$ cat config.mk
export PLATFORM = sky130hd
export DESIGN_NAME = binarize_and_center_line_track_top
export DESIGN_NICKNAME = d
export VERILOG_FILES = /design/src/rtl/bclt_pkg.sv /design/src/rtl/bclt_position.sv /design/src/rtl/bclt_binarize.sv /design/src/rtl/bclt_tracker.sv /design/src/rtl/binarize_and_center_line_track_top.sv
export SDC_FILE = /design/constraint.sdc
export NUM_CORES = 1
export LEC_CHECK = 0
export BUFFER_PORTS_ARGS = -buffer_cell sky130_fd_sc_hd__buf_2
export CAP_MARGIN = 15
export CORE_AREA = 2 2 126 128
export DETAILED_ROUTE_END_ITERATION = 10
export DIE_AREA = 0 0 128 130
export PLACE_DENSITY_LB_ADDON = 0.12
export SYNTH_ARGS = -nofsm -noshare
export SYNTH_HDL_FRONTEND = slang
export SYNTH_SLANG_ARGS = --single-unit
$ cat constraint.sdc
create_clock -name clk -period 10.7 [get_ports clk]
set_input_delay 1.605 -clock clk [delete_from_list [all_inputs] [get_ports clk]]
set_output_delay 1.605 -clock clk [all_outputs]
set_load 0.05 [all_outputs]
$ cat src/rtl/bclt_pkg.sv
// Package for the binarize and center line track block.
// Field widths, configuration register indexes and shared structs; no dependencies.
package bclt_pkg;

    localparam int PIX_W  = 8;
    localparam int COL_W  = 8;
    localparam int ROW_W  = 7;
    localparam int CIDX_W = 3;
    localparam int CDAT_W = 8;

    localparam logic [COL_W-1:0] MOVE_LIMIT = COL_W'(5);

    typedef enum logic [CIDX_W-1:0] {
        REG_NEAR_THRESHOLD = 3'd0,
        REG_FAR_THRESHOLD  = 3'd1,
        REG_NEAR_ROW_START = 3'd2,
        REG_SEED_ROW_LAST  = 3'd3
    } cfg_index_t;

    typedef struct packed {
        logic [PIX_W-1:0] near_threshold;
        logic [PIX_W-1:0] far_threshold;
        logic [ROW_W-1:0] near_row_start;
        logic [ROW_W-1:0] seed_row_last;
    } cfg_t;

    typedef struct packed {
        logic [COL_W-1:0] column;
        logic [ROW_W-1:0] row;
        logic             row_end;
        logic             frame_start;
    } pos_t;

endpackage

$ cat src/rtl/bclt_position.sv
// Raster position counters for the binarize and center line track block.
// Depends on bclt_pkg.
module bclt_position #(
    parameter int IMAGE_WIDTH  = 188,
    parameter int IMAGE_HEIGHT = 120
) (
    input  logic           clk,
    input  logic           rst_n,
    input  logic           advance,
    input  logic           frame_start,
    output bclt_pkg::pos_t pos
);

    localparam logic [bclt_pkg::COL_W-1:0] LAST_COL = bclt_pkg::COL_W'(IMAGE_WIDTH - 1);
    localparam logic [bclt_pkg::ROW_W-1:0] LAST_ROW = bclt_pkg::ROW_W'(IMAGE_HEIGHT - 1);

    logic [bclt_pkg::COL_W-1:0] col_reg;
    logic [bclt_pkg::COL_W-1:0] col_next;
    logic [bclt_pkg::ROW_W-1:0] row_reg;
    logic [bclt_pkg::ROW_W-1:0] row_next;

    always_comb
    begin
        pos.frame_start = frame_start;
        pos.column      = frame_start ? '0 : col_reg;
        pos.row         = frame_start ? '0 : row_reg;
        pos.row_end     = (pos.column >= LAST_COL);
    end

    always_comb
    begin
        if (pos.row_end)
        begin
            col_next = '0;
            row_next = (pos.row >= LAST_ROW) ? '0 : pos.row + 1'b1;
        end
        else
        begin
            col_next = pos.column + 1'b1;
            row_next = pos.row;
        end
    end

    always_ff @(posedge clk or negedge rst_n)
    begin
        if (!rst_n)
        begin
            col_reg <= '0;
            row_reg <= '0;
        end
        else if (advance)
        begin
            col_reg <= col_next;
            row_reg <= row_next;
        end
    end

    a_pos_in_image: assert property (@(posedge clk) disable iff (!rst_n)
        (col_reg <= LAST_COL) && (row_reg <= LAST_ROW))
        else $error("raster position outside image");

endmodule

$ cat src/rtl/bclt_binarize.sv
// Threshold selection and pixel binarization.
// Depends on bclt_pkg.
module bclt_binarize (
    input  logic [bclt_pkg::PIX_W-1:0] pixel,
    input  logic [bclt_pkg::ROW_W-1:0] row,
    input  bclt_pkg::cfg_t             cfg,
    output logic                       black
);

    logic [bclt_pkg::PIX_W-1:0] thr;

    always_comb
    begin
        thr   = (row >= cfg.near_row_start) ? cfg.near_threshold : cfg.far_threshold;
        black = (pixel <= thr);
    end

endmodule

$ cat src/rtl/bclt_tracker.sv
// Edge search, reference edges and row midpoint.
// Depends on bclt_pkg.
module bclt_tracker #(
    parameter int IMAGE_WIDTH = 188
) (
    input  logic                       clk,
    input  logic                       rst_n,
    input  logic                       advance,
    input  bclt_pkg::pos_t             pos,
    input  logic                       black,
    input  logic [bclt_pkg::ROW_W-1:0] seed_row_last,
    output logic [bclt_pkg::COL_W-1:0] mid
);

    localparam logic [bclt_pkg::COL_W-1:0] LAST_COL = bclt_pkg::COL_W'(IMAGE_WIDTH - 1);

    logic [bclt_pkg::COL_W-1:0] ref_left_reg, ref_left_next;
    logic [bclt_pkg::COL_W-1:0] ref_right_reg, ref_right_next;
    logic [bclt_pkg::COL_W-1:0] track_left_reg, track_left_next;
    logic [bclt_pkg::COL_W-1:0] track_right_reg, track_right_next;
    logic [bclt_pkg::COL_W-1:0] left_hold_reg, left_hold_next;
    logic [bclt_pkg::COL_W-1:0] right_hold_reg, right_hold_next;
    logic                       left_seen_reg, left_seen_next;
    logic                       right_seen_reg, right_seen_next;

    logic                       seed;
    logic                       lseen;
    logic                       rseen;
    logic [bclt_pkg::COL_W:0]   ref_sum;
    logic [bclt_pkg::COL_W:0]   mid_sum;
    logic [bclt_pkg::COL_W-1:0] center;
    logic [bclt_pkg::COL_W-1:0] seed_left;
    logic [bclt_pkg::COL_W-1:0] seed_right;
    logic [bclt_pkg::COL_W-1:0] move;
    logic                       adopt;

    always_comb
    begin
        seed    = (pos.row <= seed_row_last);
        lseen   = left_seen_reg & ~pos.frame_start;
        rseen   = right_seen_reg & ~pos.frame_start;
        ref_sum = {1'b0, ref_left_reg} + {1'b0, ref_right_reg};
        center  = ref_sum[bclt_pkg::COL_W:1];

        left_hold_next  = left_hold_reg;
        right_hold_next = right_hold_reg;
        left_seen_next  = lseen;
        right_seen_next = rseen;

        if (black)
        begin
            if (seed)
            begin
                if (!lseen)
                begin
                    left_hold_next = pos.column;
                    left_seen_next = 1'b1;
                end
                right_hold_next = pos.column;
                right_seen_next = 1'b1;
            end
            else
            begin
                if (pos.column <= center)
                begin
                    left_hold_next = pos.column;
                    left_seen_next = 1'b1;
                end
                if ((pos.column >= center) && !rseen)
                begin
                    right_hold_next = pos.column;
                    right_seen_next = 1'b1;
                end
            end
        end

        // candidate edges at row end
        seed_left        = left_seen_next  ? left_hold_next  : ref_left_reg;
        seed_right       = right_seen_next ? right_hold_next : ref_right_reg;
        track_left_next  = track_left_reg;
        track_right_next = track_right_reg;
        if (pos.row_end && !seed)
        begin
            if (left_seen_next)
                track_left_next = left_hold_next;
            if (right_seen_next)
                track_right_next = right_hold_next;
        end

        if (seed)
            mid_sum = {1'b0, seed_left} + {1'b0, seed_right};
        else
            mid_sum = {1'b0, track_left_next} + {1'b0, track_right_next};
        mid = mid_sum[bclt_pkg::COL_W:1];

        move  = (mid >= center) ? (mid - center) : (center - mid);
        adopt = ((track_left_next == '0) && (track_right_next == LAST_COL))
                || (move < bclt_pkg::MOVE_LIMIT);

        ref_left_next  = ref_left_reg;
        ref_right_next = ref_right_reg;
        if (pos.row_end)
        begin
            if (seed)
            begin
                ref_left_next  = seed_left;
                ref_right_next = seed_right;
            end
            else if (adopt)
            begin
                ref_left_next  = track_left_next;
                ref_right_next = track_right_next;
            end
            left_seen_next  = 1'b0;
            right_seen_next = 1'b0;
        end
    end

    always_ff @(posedge clk or negedge rst_n)
    begin
        if (!rst_n)
        begin
            ref_left_reg    <= '0;
            ref_right_reg   <= '0;
            track_left_reg  <= '0;
            track_right_reg <= '0;
            left_hold_reg   <= '0;
            right_hold_reg  <= '0;
            left_seen_reg   <= 1'b0;
            right_seen_reg  <= 1'b0;
        end
        else if (advance)
        begin
            ref_left_reg    <= ref_left_next;
            ref_right_reg   <= ref_right_next;
            track_left_reg  <= track_left_next;
            track_right_reg <= track_right_next;
            left_hold_reg   <= left_hold_next;
            right_hold_reg  <= right_hold_next;
            left_seen_reg   <= left_seen_next;
            right_seen_reg  <= right_seen_next;
        end
    end

    a_seen_clear: assert property (@(posedge clk) disable iff (!rst_n)
        advance && pos.row_end |=> !left_seen_reg && !right_seen_reg)
        else $error("edge flags not cleared at row end");

endmodule

$ cat src/rtl/binarize_and_center_line_track_top.sv
// Top level of the binarize and center line track block.
// Path: input register, then result register, from request accept to result valid.
// Throughput: one pixel per cycle unless out_ready stalls; edge and midpoint logic is one stage.
// Reset (rst_n, async, active low) clears counters, edges, pipeline valids and sets
// thresholds to 128, near row start to 50, seed row last to 10.
// Depends on bclt_pkg, bclt_position, bclt_binarize, bclt_tracker.
module binarize_and_center_line_track_top #(
    parameter int IMAGE_WIDTH  = 188,
    parameter int IMAGE_HEIGHT = 120
) (
    input  logic                        clk,
    input  logic                        rst_n,
    input  logic                        in_valid,
    output logic                        in_ready,
    input  logic [bclt_pkg::PIX_W-1:0]  pixel_in,
    input  logic                        frame_start,
    output logic                        out_valid,
    input  logic                        out_ready,
    output logic                        pixel_white,
    output logic                        mid_valid,
    output logic [bclt_pkg::ROW_W-1:0]  mid_row,
    output logic [bclt_pkg::COL_W-1:0]  mid_column,
    input  logic                        cfg_valid,
    output logic                        cfg_ready,
    input  logic [bclt_pkg::CIDX_W-1:0] cfg_index,
    input  logic [bclt_pkg::CDAT_W-1:0] cfg_data
);

    bclt_pkg::cfg_t cfg_reg;

    logic                       in_valid_reg;
    logic [bclt_pkg::PIX_W-1:0] pixel_reg;
    logic                       frame_start_reg;

    logic                       out_valid_reg;
    logic                       pixel_white_reg;
    logic                       mid_valid_reg;
    logic [bclt_pkg::ROW_W-1:0] mid_row_reg;
    logic [bclt_pkg::COL_W-1:0] mid_column_reg;

    logic                       advance;
    logic                       black;
    logic [bclt_pkg::COL_W-1:0] mid;
    bclt_pkg::pos_t             pos;

    assign cfg_ready = 1'b1;
    assign advance   = in_valid_reg && (!out_valid_reg || out_ready);
    assign in_ready  = !in_valid_reg || advance;

    always_ff @(posedge clk or negedge rst_n)
    begin
        if (!rst_n)
        begin
            cfg_reg.near_threshold <= bclt_pkg::PIX_W'(128);
            cfg_reg.far_threshold  <= bclt_pkg::PIX_W'(128);
            cfg_reg.near_row_start <= bclt_pkg::ROW_W'(50);
            cfg_reg.seed_row_last  <= bclt_pkg::ROW_W'(10);
        end
        else if (cfg_valid && cfg_ready)
        begin
            case (cfg_index)
                bclt_pkg::REG_NEAR_THRESHOLD: cfg_reg.near_threshold <= cfg_data;
                bclt_pkg::REG_FAR_THRESHOLD:  cfg_reg.far_threshold  <= cfg_data;
                bclt_pkg::REG_NEAR_ROW_START:
                    cfg_reg.near_row_start <= cfg_data[bclt_pkg::ROW_W-1:0];
                bclt_pkg::REG_SEED_ROW_LAST:
                    cfg_reg.seed_row_last  <= cfg_data[bclt_pkg::ROW_W-1:0];
                default: ;
            endcase
        end
    end

    // input register
    always_ff @(posedge clk or negedge rst_n)
    begin
        if (!rst_n)
            in_valid_reg <= 1'b0;
        else if (in_ready)
            in_valid_reg <= in_valid;
    end

    always_ff @(posedge clk)
    begin
        if (in_valid && in_ready)
        begin
            pixel_reg       <= pixel_in;
            frame_start_reg <= frame_start;
        end
    end

    bclt_position #(
        .IMAGE_WIDTH  (IMAGE_WIDTH),
        .IMAGE_HEIGHT (IMAGE_HEIGHT)
    ) u_position (
        .clk         (clk),
        .rst_n       (rst_n),
        .advance     (advance),
        .frame_start (frame_start_reg),
        .pos         (pos)
    );

    bclt_binarize u_binarize (
        .pixel (pixel_reg),
        .row   (pos.row),
        .cfg   (cfg_reg),
        .black (black)
    );

    bclt_tracker #(
        .IMAGE_WIDTH (IMAGE_WIDTH)
    ) u_tracker (
        .clk           (clk),
        .rst_n         (rst_n),
        .advance       (advance),
        .pos           (pos),
        .black         (black),
        .seed_row_last (cfg_reg.seed_row_last),
        .mid           (mid)
    );

    // result register
    always_ff @(posedge clk or negedge rst_n)
    begin
        if (!rst_n)
            out_valid_reg <= 1'b0;
        else if (advance)
            out_valid_reg <= 1'b1;
        else if (out_ready)
            out_valid_reg <= 1'b0;
    end

    always_ff @(posedge clk)
    begin
        if (advance)
        begin
            pixel_white_reg <= ~black;
            mid_valid_reg   <= pos.row_end;
            mid_row_reg     <= pos.row_end ? pos.row : '0;
            mid_column_reg  <= pos.row_end ? mid : '0;
        end
    end

    assign out_valid   = out_valid_reg;
    assign pixel_white = pixel_white_reg;
    assign mid_valid   = mid_valid_reg;
    assign mid_row     = mid_row_reg;
    assign mid_column  = mid_column_reg;

    a_mid_zero: assert property (@(posedge clk) disable iff (!rst_n)
        out_valid_reg && !mid_valid_reg |-> (mid_row_reg == '0) && (mid_column_reg == '0))
        else $error("midpoint fields set off row end");

    a_in_hold: assert property (@(posedge clk) disable iff (!rst_n)
        in_valid_reg && !advance |=> in_valid_reg && $stable(pixel_reg)
        && $stable(frame_start_reg))
        else $error("input register lost a stalled request");

    a_advance_fills: assert property (@(posedge clk) disable iff (!rst_n)
        advance |=> out_valid_reg)
        else $error("processed request missing from result register");

endmodule
Word level (Yosys, flattened, before mapping)
Cells that the tools add are included. W data, S select, Z words.

Reduce and logical (&&, ||, !) cells: 21. Magnitude comparators: 9. Div/mod/pow operators: 0. Add/sub/neg operators: 7. Shifts and indexed selects: 0. Multiply operators: 0. Multiplexer cells: 35. Bitwise operators: 4. Equal/unequal tests: 4.

Operators by type and width (number): $mux W8 (21); $add A8 B8 Y9 (3); $mux W7 (3); $ge A8 B8 Y1 (2); $le A8 B8 Y1 (2); $sub A8 B8 Y8 (2); $mux W1 (10); $mux W9 (1); $add A8 B1 Y8 const B (1); $eq A8 B8 Y1 const B (1); $ge A8 B8 Y1 const B (1); $logic_not A8 Y1 (1); $lt A8 B3 Y1 const B (1); $reduce_and A2 Y1 (4); $add A7 B1 Y7 const B (1); $ge A7 B7 Y1 (1); $ge A7 B7 Y1 const B (1); $le A7 B7 Y1 (1); $eq A3 B2 Y1 const B (2); $logic_and A1 B1 Y1 (5); $logic_not A1 Y1 (4); $reduce_bool A2 Y1 (2); $eq A3 B1 Y1 const B (1); $logic_not A3 Y1 (1); 4 further kinds (8).

Latch bits: 0. Word-level logic and storage cells: 102. Memories kept: 0. Register bits: 123. Bits in writable memories: 0. Input bits: 25. Output and inout bits: 20. Memory bits (read-only): 0.

Depth between registers and ports, before layout
Word-level depth: 17. Depth in mapped cells: 49. Gate-level depth less buffers: 45.

Hierarchy
From an unflattened synthesis, not the netlist that was laid out.

Cell total of the unflattened synthesis: 875. Area, all modules: 8704.6 um^2.

Modules (own cells, without submodules): bclt_tracker (times used 1, area each 5089.9 um^2, cells an instance 586); binarize_and_center_line_track_top (times used 1, area each 2142.1 um^2, cells an instance 119); bclt_position (times used 1, area each 1039.7 um^2, cells an instance 119); bclt_binarize (times used 1, area each 432.9 um^2, cells an instance 51).

Worst setup path before layout
OpenSTA, ideal clock, no wires.

Path kind: register to register. From: register frame_start_reg. To: register u_tracker.ref_left_reg[7] (netlist name). Library setup time: 0.125 ns. Data arrival time: 10.299 ns. Setup slack: 0.276 ns. Stages on the path, launching flop included: 47. Data required time: 10.575 ns. Path through: edfxtp_1 -> clkbuf_1 -> clkbuf_1 -> clkbuf_1 -> nand2b_1 -> ha_1 -> nand2b_1 -> nor2_1 -> a21oi_1 -> maj3_1 -> maj3_1 -> a21o_1 -> maj3_1 -> a21oi_1 -> mux2i_1 -> ha_1 -> a21o_1 -> a21oi_1 -> [... 11 more ...] -> nor2b_1 -> o21ai_0 -> o21ai_0 -> inv_1 -> fa_1 -> a21oi_1 -> nor2_1 -> nor2_1 -> nand2_1 -> o2111a_1 -> o311ai_0 -> and3_1 -> mux2i_1 -> a211o_1 -> o2111ai_1 -> a21oi_4 -> buf_8 -> mux2_4.

Word-level cells in the longest chain between the ends: 17.

RTL lines: start: declaration (RTL line binarize_and_center_line_track_top.sv:33) `logic frame_start_reg;`; start signal: assignment (RTL line binarize_and_center_line_track_top.sv:87) `frame_start_reg <= frame_start;`; branches (longest 10 deep; another with $add A8 B8 Y9); $mux W9 (*) (RTL line bclt_tracker.sv:90) `if (seed)`; net mid, one bit (RTL line binarize_and_center_line_track_top.sv:43) `logic [bclt_pkg::COL_W-1:0] mid;`; $sub A8 B8 Y8 or $ge A8 B8 Y1 (tied branches) (RTL line bclt_tracker.sv:96) `move = (mid >= center) ? (mid - center) : (center - mid);`; $mux W8 (*) (RTL line bclt_tracker.sv:96); $lt A8 B3 Y1 (*) (RTL line bclt_tracker.sv:98) `|| (move < bclt_pkg::MOVE_LIMIT);`; $logic_or A1 B1 Y1 (*) (RTL line bclt_tracker.sv:98); $reduce_bool A2 Y1 (no source line) (*); $reduce_and A3 Y1 (no source line) (*); end signal: assignment (RTL line bclt_tracker.sv:134) `ref_left_reg <= ref_left_next;`; end: declaration (RTL line bclt_tracker.sv:17) `logic [bclt_pkg::COL_W-1:0] ref_left_reg, ref_left_next;`.

Mark *: on every way through the listed nets, which the timed path passes. The select of a mux whose other input is x is not followed. A chain may end at the register's enable or synchronous reset.

Worst setup path after layout
From: register frame_start_reg. To: register u_tracker.ref_left_reg[3] (netlist name).

Word-level cells in the longest chain between the ends: 17.

RTL lines: branches (longest 8 deep; another with $le A8 B8 Y1); $mux W8 (*) (RTL line bclt_tracker.sv:82) `if (pos.row_end && !seed)`; net u_tracker.track_right_next, one bit (RTL line bclt_tracker.sv:20) `logic [bclt_pkg::COL_W-1:0] track_right_reg, track_right_next;`; $add A8 B8 Y9 (RTL line bclt_tracker.sv:93) `mid_sum = {1'b0, track_left_next} + {1'b0, track_right_next};`; $mux W9 (RTL line bclt_tracker.sv:90); $sub A8 B8 Y8 or $ge A8 B8 Y1 (tied branches) (RTL line bclt_tracker.sv:96); $mux W8 (RTL line bclt_tracker.sv:96); $lt A8 B3 Y1 (RTL line bclt_tracker.sv:98); $logic_or A1 B1 Y1 (*) (RTL line bclt_tracker.sv:98); $reduce_bool A2 Y1 (no source line) (*); $reduce_and A3 Y1 (no source line) (*).

Marked as above.

==> out/summary.txt <==
Sw Share: 0.3677
Tightest Pin Transition: 951.0 ps
Max reg flops: 30
Slowest-stage cell, CP: fa_1
CP dominant cell by count: a21oi_1
Total CTS buffers: 17
Pleak: 4.694 nW
Sequential power share: 0.291
Pwr Total: 1.977 mW
Layout cell share with drive strength beyond 1: 0.1878
Seq/Total Area, Yosys: 0.3733
Hold crit path type: reg2reg
Metal-1 WL: 10440 um
Initial DRT Pass Iterations: 4
Metal3 WL: 1134 um
Most used DFF post-synth: dfrtp_1
Initial DRC Count: 530
GRT overflow: 0
Final Hold Fails: 0
H-tree Lvls: 4
Via/cell ratio: 5.938
Clock Tree Buf Depth: 2
CP peak stage delay: 470 ps
Psw: 0.7268 mW
PwrDens: 203.0 nW/um^2
Post-route cell area: 9739 um^2
Gpl congestion: 0.9642
Vias in the first global route: 6715
Routed wl met2: 9723 um
Synthesized Nets: 1024
Worst-path maximum fanout: 11
Startpoint types: register
Highest routed layer: met4
CP Data Required Time: 11000 ps
Yosys cell types: 82
Synthesized area: 8618 um^2
Worst vdd ir: 0.0001304 V
Final WL: 21860 um
Logic pwr share: 0.406
R2R depth: 40
Asr flop ratio synth: 0.7886
Diode count: 0
Die area: 16640 um^2
Crit. Startpoint: frame_start_reg$_DFFE_PP_
First-pass GRT wire length: 35050 um
Clk_skew: 7.859 ps
Starting Density: 0.5587
Avg Synthesized Cell Area: 9.198 um^2
Worst hold path stage count: 2
CP endpoint kind: register
TritonCTS clock tree: done
CTS Hold Bufs: 0
Worst-path clk slew: 60 ps
Synth warn: 0
CTS Root Cell: clkbuf_16
Final critical-path share of the clock period: 0.9190
Wire per inst: 18.33 um
Status: completed
CP Data Arrival Time: 10130 ps
Worst r2r src: frame_start_reg$_DFFE_PP_
CTS sink count: 123
Gr usage total: 0.2741
Rows: 46
Final count of pins violating max slew: 0
Placed Area: 9055 um^2
Clock power share: 0.302
Synth Instances: 937
Post-synth EDFFs: 26
Core Box Area: 15420 um^2
Vias: 7084
Remaining DRCs: 0
Final setup TNS: 0 ps
P_int: 1.250 mW
Die X: 128 um
RSZ-0062 raised after global routing: false
Count of input and output buffers: 43
Ports: 45
Area delta synth->final: 13.01%
Largest net degree at the start of global routing: 69
Worst-skew pair later-pin latency: 420 ps
Period minus WS final: 9834 ps
Fmax: 101.7 MHz
Setup violations, final: 0
Initial antenna violation count: 0
Max_cap viols: 0
Hold path start: u_tracker.right_hold_reg[4]$_DFFE_PN0P_
Hpwl dp: 16500 um
ANT nets after route: 0
Layout Nets: 1075
Max_slew headroom: 0.3640
Setup CP Type: reg2reg
Die Height: 130 um
Post-synthesis register bit count: 123
## critical path: cells and delay by family (launching register included)
family	cells	cell delay, ps
buffers and inverters	5	890
muxes	4	1360
AOI/OAI and AO/OA	15	3250
xor gates and xnor gates	1	100
and+or+nand+nor	8	1350
adders and majority gates	7	2380
DFF	1	370
## routing by layer
| layer | vias up | GRT usage |
|---|---|---|
| li1 | 3430 | - |
| met3 | 43 | 0.05904 |
| met2 | 190 | 0.4275 |
| met4 | 0 | 0.08985 |
| met5 | - | 0 |
| met1 | 3421 | 0.3838 |
## per-stage QoR
stage / hold slack (ps) / utilization / worst slack, ps / instances
final: 474.8 / 0.6314 / 866.3 / 1193
after global routing: 504.8 / 0.6314 / 18.77 / 1193
after CTS: 479.5 / 0.6271 / 383.8 / 1188
after detailed placement: 464.1 / 0.5870 / 383.9 / 1156
after global placement: 451.5 / 0.5870 / 675.0 / 1156
after floorplan: 440.1 / - / 276.4 / 937
## cell usage after synthesis (3+ instances only)
| cell | number | share of area |
|---|---|---|
| nor3_1 | 13 | 0.0075 |
| xor2_1 | 6 | 0.0061 |
| or2_2 | 7 | 0.0051 |
| o21ai_0 | 74 | 0.043 |
| nand4_1 | 5 | 0.0036 |
| clkbuf_1 | 25 | 0.011 |
| o22ai_1 | 3 | 0.0022 |
| nor2_1 | 53 | 0.023 |
| mux2_2 | 57 | 0.074 |
| a31oi_1 | 6 | 0.0044 |
| dfrtp_1 | 90 | 0.26 |
| fa_1 | 5 | 0.012 |
| a21oi_1 | 41 | 0.024 |
| and2_1 | 11 | 0.0080 |
| ha_1 | 57 | 0.083 |
| o32ai_1 | 3 | 0.0030 |
| o31ai_1 | 9 | 0.0078 |
| mux2i_1 | 23 | 0.027 |
| o211ai_1 | 3 | 0.0026 |
| o21ai_1 | 3 | 0.0017 |
| xnor2_1 | 14 | 0.014 |
| nand2b_1 | 11 | 0.0080 |
| nor2b_1 | 24 | 0.017 |
| inv_1 | 61 | 0.027 |
| and3_1 | 8 | 0.0058 |
| or3_1 | 5 | 0.0036 |
| nand2_1 | 155 | 0.068 |
| dfstp_2 | 7 | 0.021 |
| o311ai_1 | 3 | 0.0030 |
| a22oi_1 | 9 | 0.0078 |
| maj3_1 | 4 | 0.0046 |
| nand3_1 | 18 | 0.010 |
| mux2_4 | 7 | 0.012 |
| o21a_1 | 10 | 0.0087 |
| o31a_1 | 4 | 0.0041 |
| a211o_1 | 4 | 0.0041 |
| a21o_1 | 16 | 0.014 |
| a211oi_1 | 3 | 0.0026 |
| edfxtp_1 | 26 | 0.091 |
## logic make-up (layout without fill, tap and decap cells)
kind of cell               Yosys count  count (layout)  share of synthesized area
and+or+nand+nor                    320             320                     0.1713
AOI/OAI and AO/OA                  225             225                     0.1742
DFF                                123             123                     0.3733
buffers and inverters               92             156                    0.04196
muxes                               89              89                     0.1176
adders and majority gates           66              66                    0.09901
xor gates and xnor gates            21              21                    0.02221
other                                1               1                  0.0004351
## final timing paths
check | endpoint | slack, ps
min reg2reg | u_tracker.right_hold_reg[4]$_DFFE_PN0P_ | 470
min | u_tracker.right_hold_reg[4]$_DFFE_PN0P_ | 470
max in group asynchronous | u_position.row_reg[4]$_DFFE_PN0P_ | 8410
max | u_tracker.ref_left_reg[3]$_DFFE_PN0P_ | 870
max reg2reg | u_tracker.ref_left_reg[3]$_DFFE_PN0P_ | 870
min in group asynchronous | in_valid_reg$_DFFE_PN0N_ | 1160
## power by group through the flow
stage,Sequential [mW],Combinational [mW],Clock (mW)
global route,0.583,0.896,0.625
floorplan,0.588,0.599,0
finish,0.576,0.803,0.598
CTS,0.575,0.796,0.606
global placement,0.582,0.787,0
detailed placement,0.583,0.790,0
## what timing repair did
| action | CTS | global route |
|---|---|---|
| setup endpoints to repair | 0 | 16 |
| buffers inserted | 0 | 5 |
| gates resized for setup | 0 | 5 |
## final cells by class
| cell class | instances | area (um^2) |
|---|---|---|
| clock buffer | 18 | 450.4 |
| sequential | 123 | 3217 |
| timing repair buffer | 62 | 385.4 |
| tap | 192 | 240.2 |
| fill | 1314 | 5685 |
| multi-input combinational | 722 | 5046 |
| inverter | 62 | 232.7 |
| clock inverter | 14 | 167.7 |
## cell usage in the layout (no fill, tap or decap), types with 11 or more instances in the layout
| master | instances |
|---|---|
| nand2_1 | 154 |
| dfrtp_1 | 90 |
| o21ai_0 | 69 |
| inv_1 | 61 |
| mux2_2 | 57 |
| ha_1 | 57 |
| nor2_1 | 53 |
| buf_2 | 42 |
| a21oi_1 | 41 |
| edfxtp_1 | 26 |
| nor2b_1 | 24 |
| mux2i_1 | 23 |
| nand3_1 | 18 |
| clkbuf_16 | 18 |
| buf_4 | 18 |
| a21o_1 | 16 |
| xnor2_1 | 14 |
| nor3_1 | 13 |
| and2_1 | 11 |
| nand2b_1 | 11 |
Power figures use the tool's default switching activity.
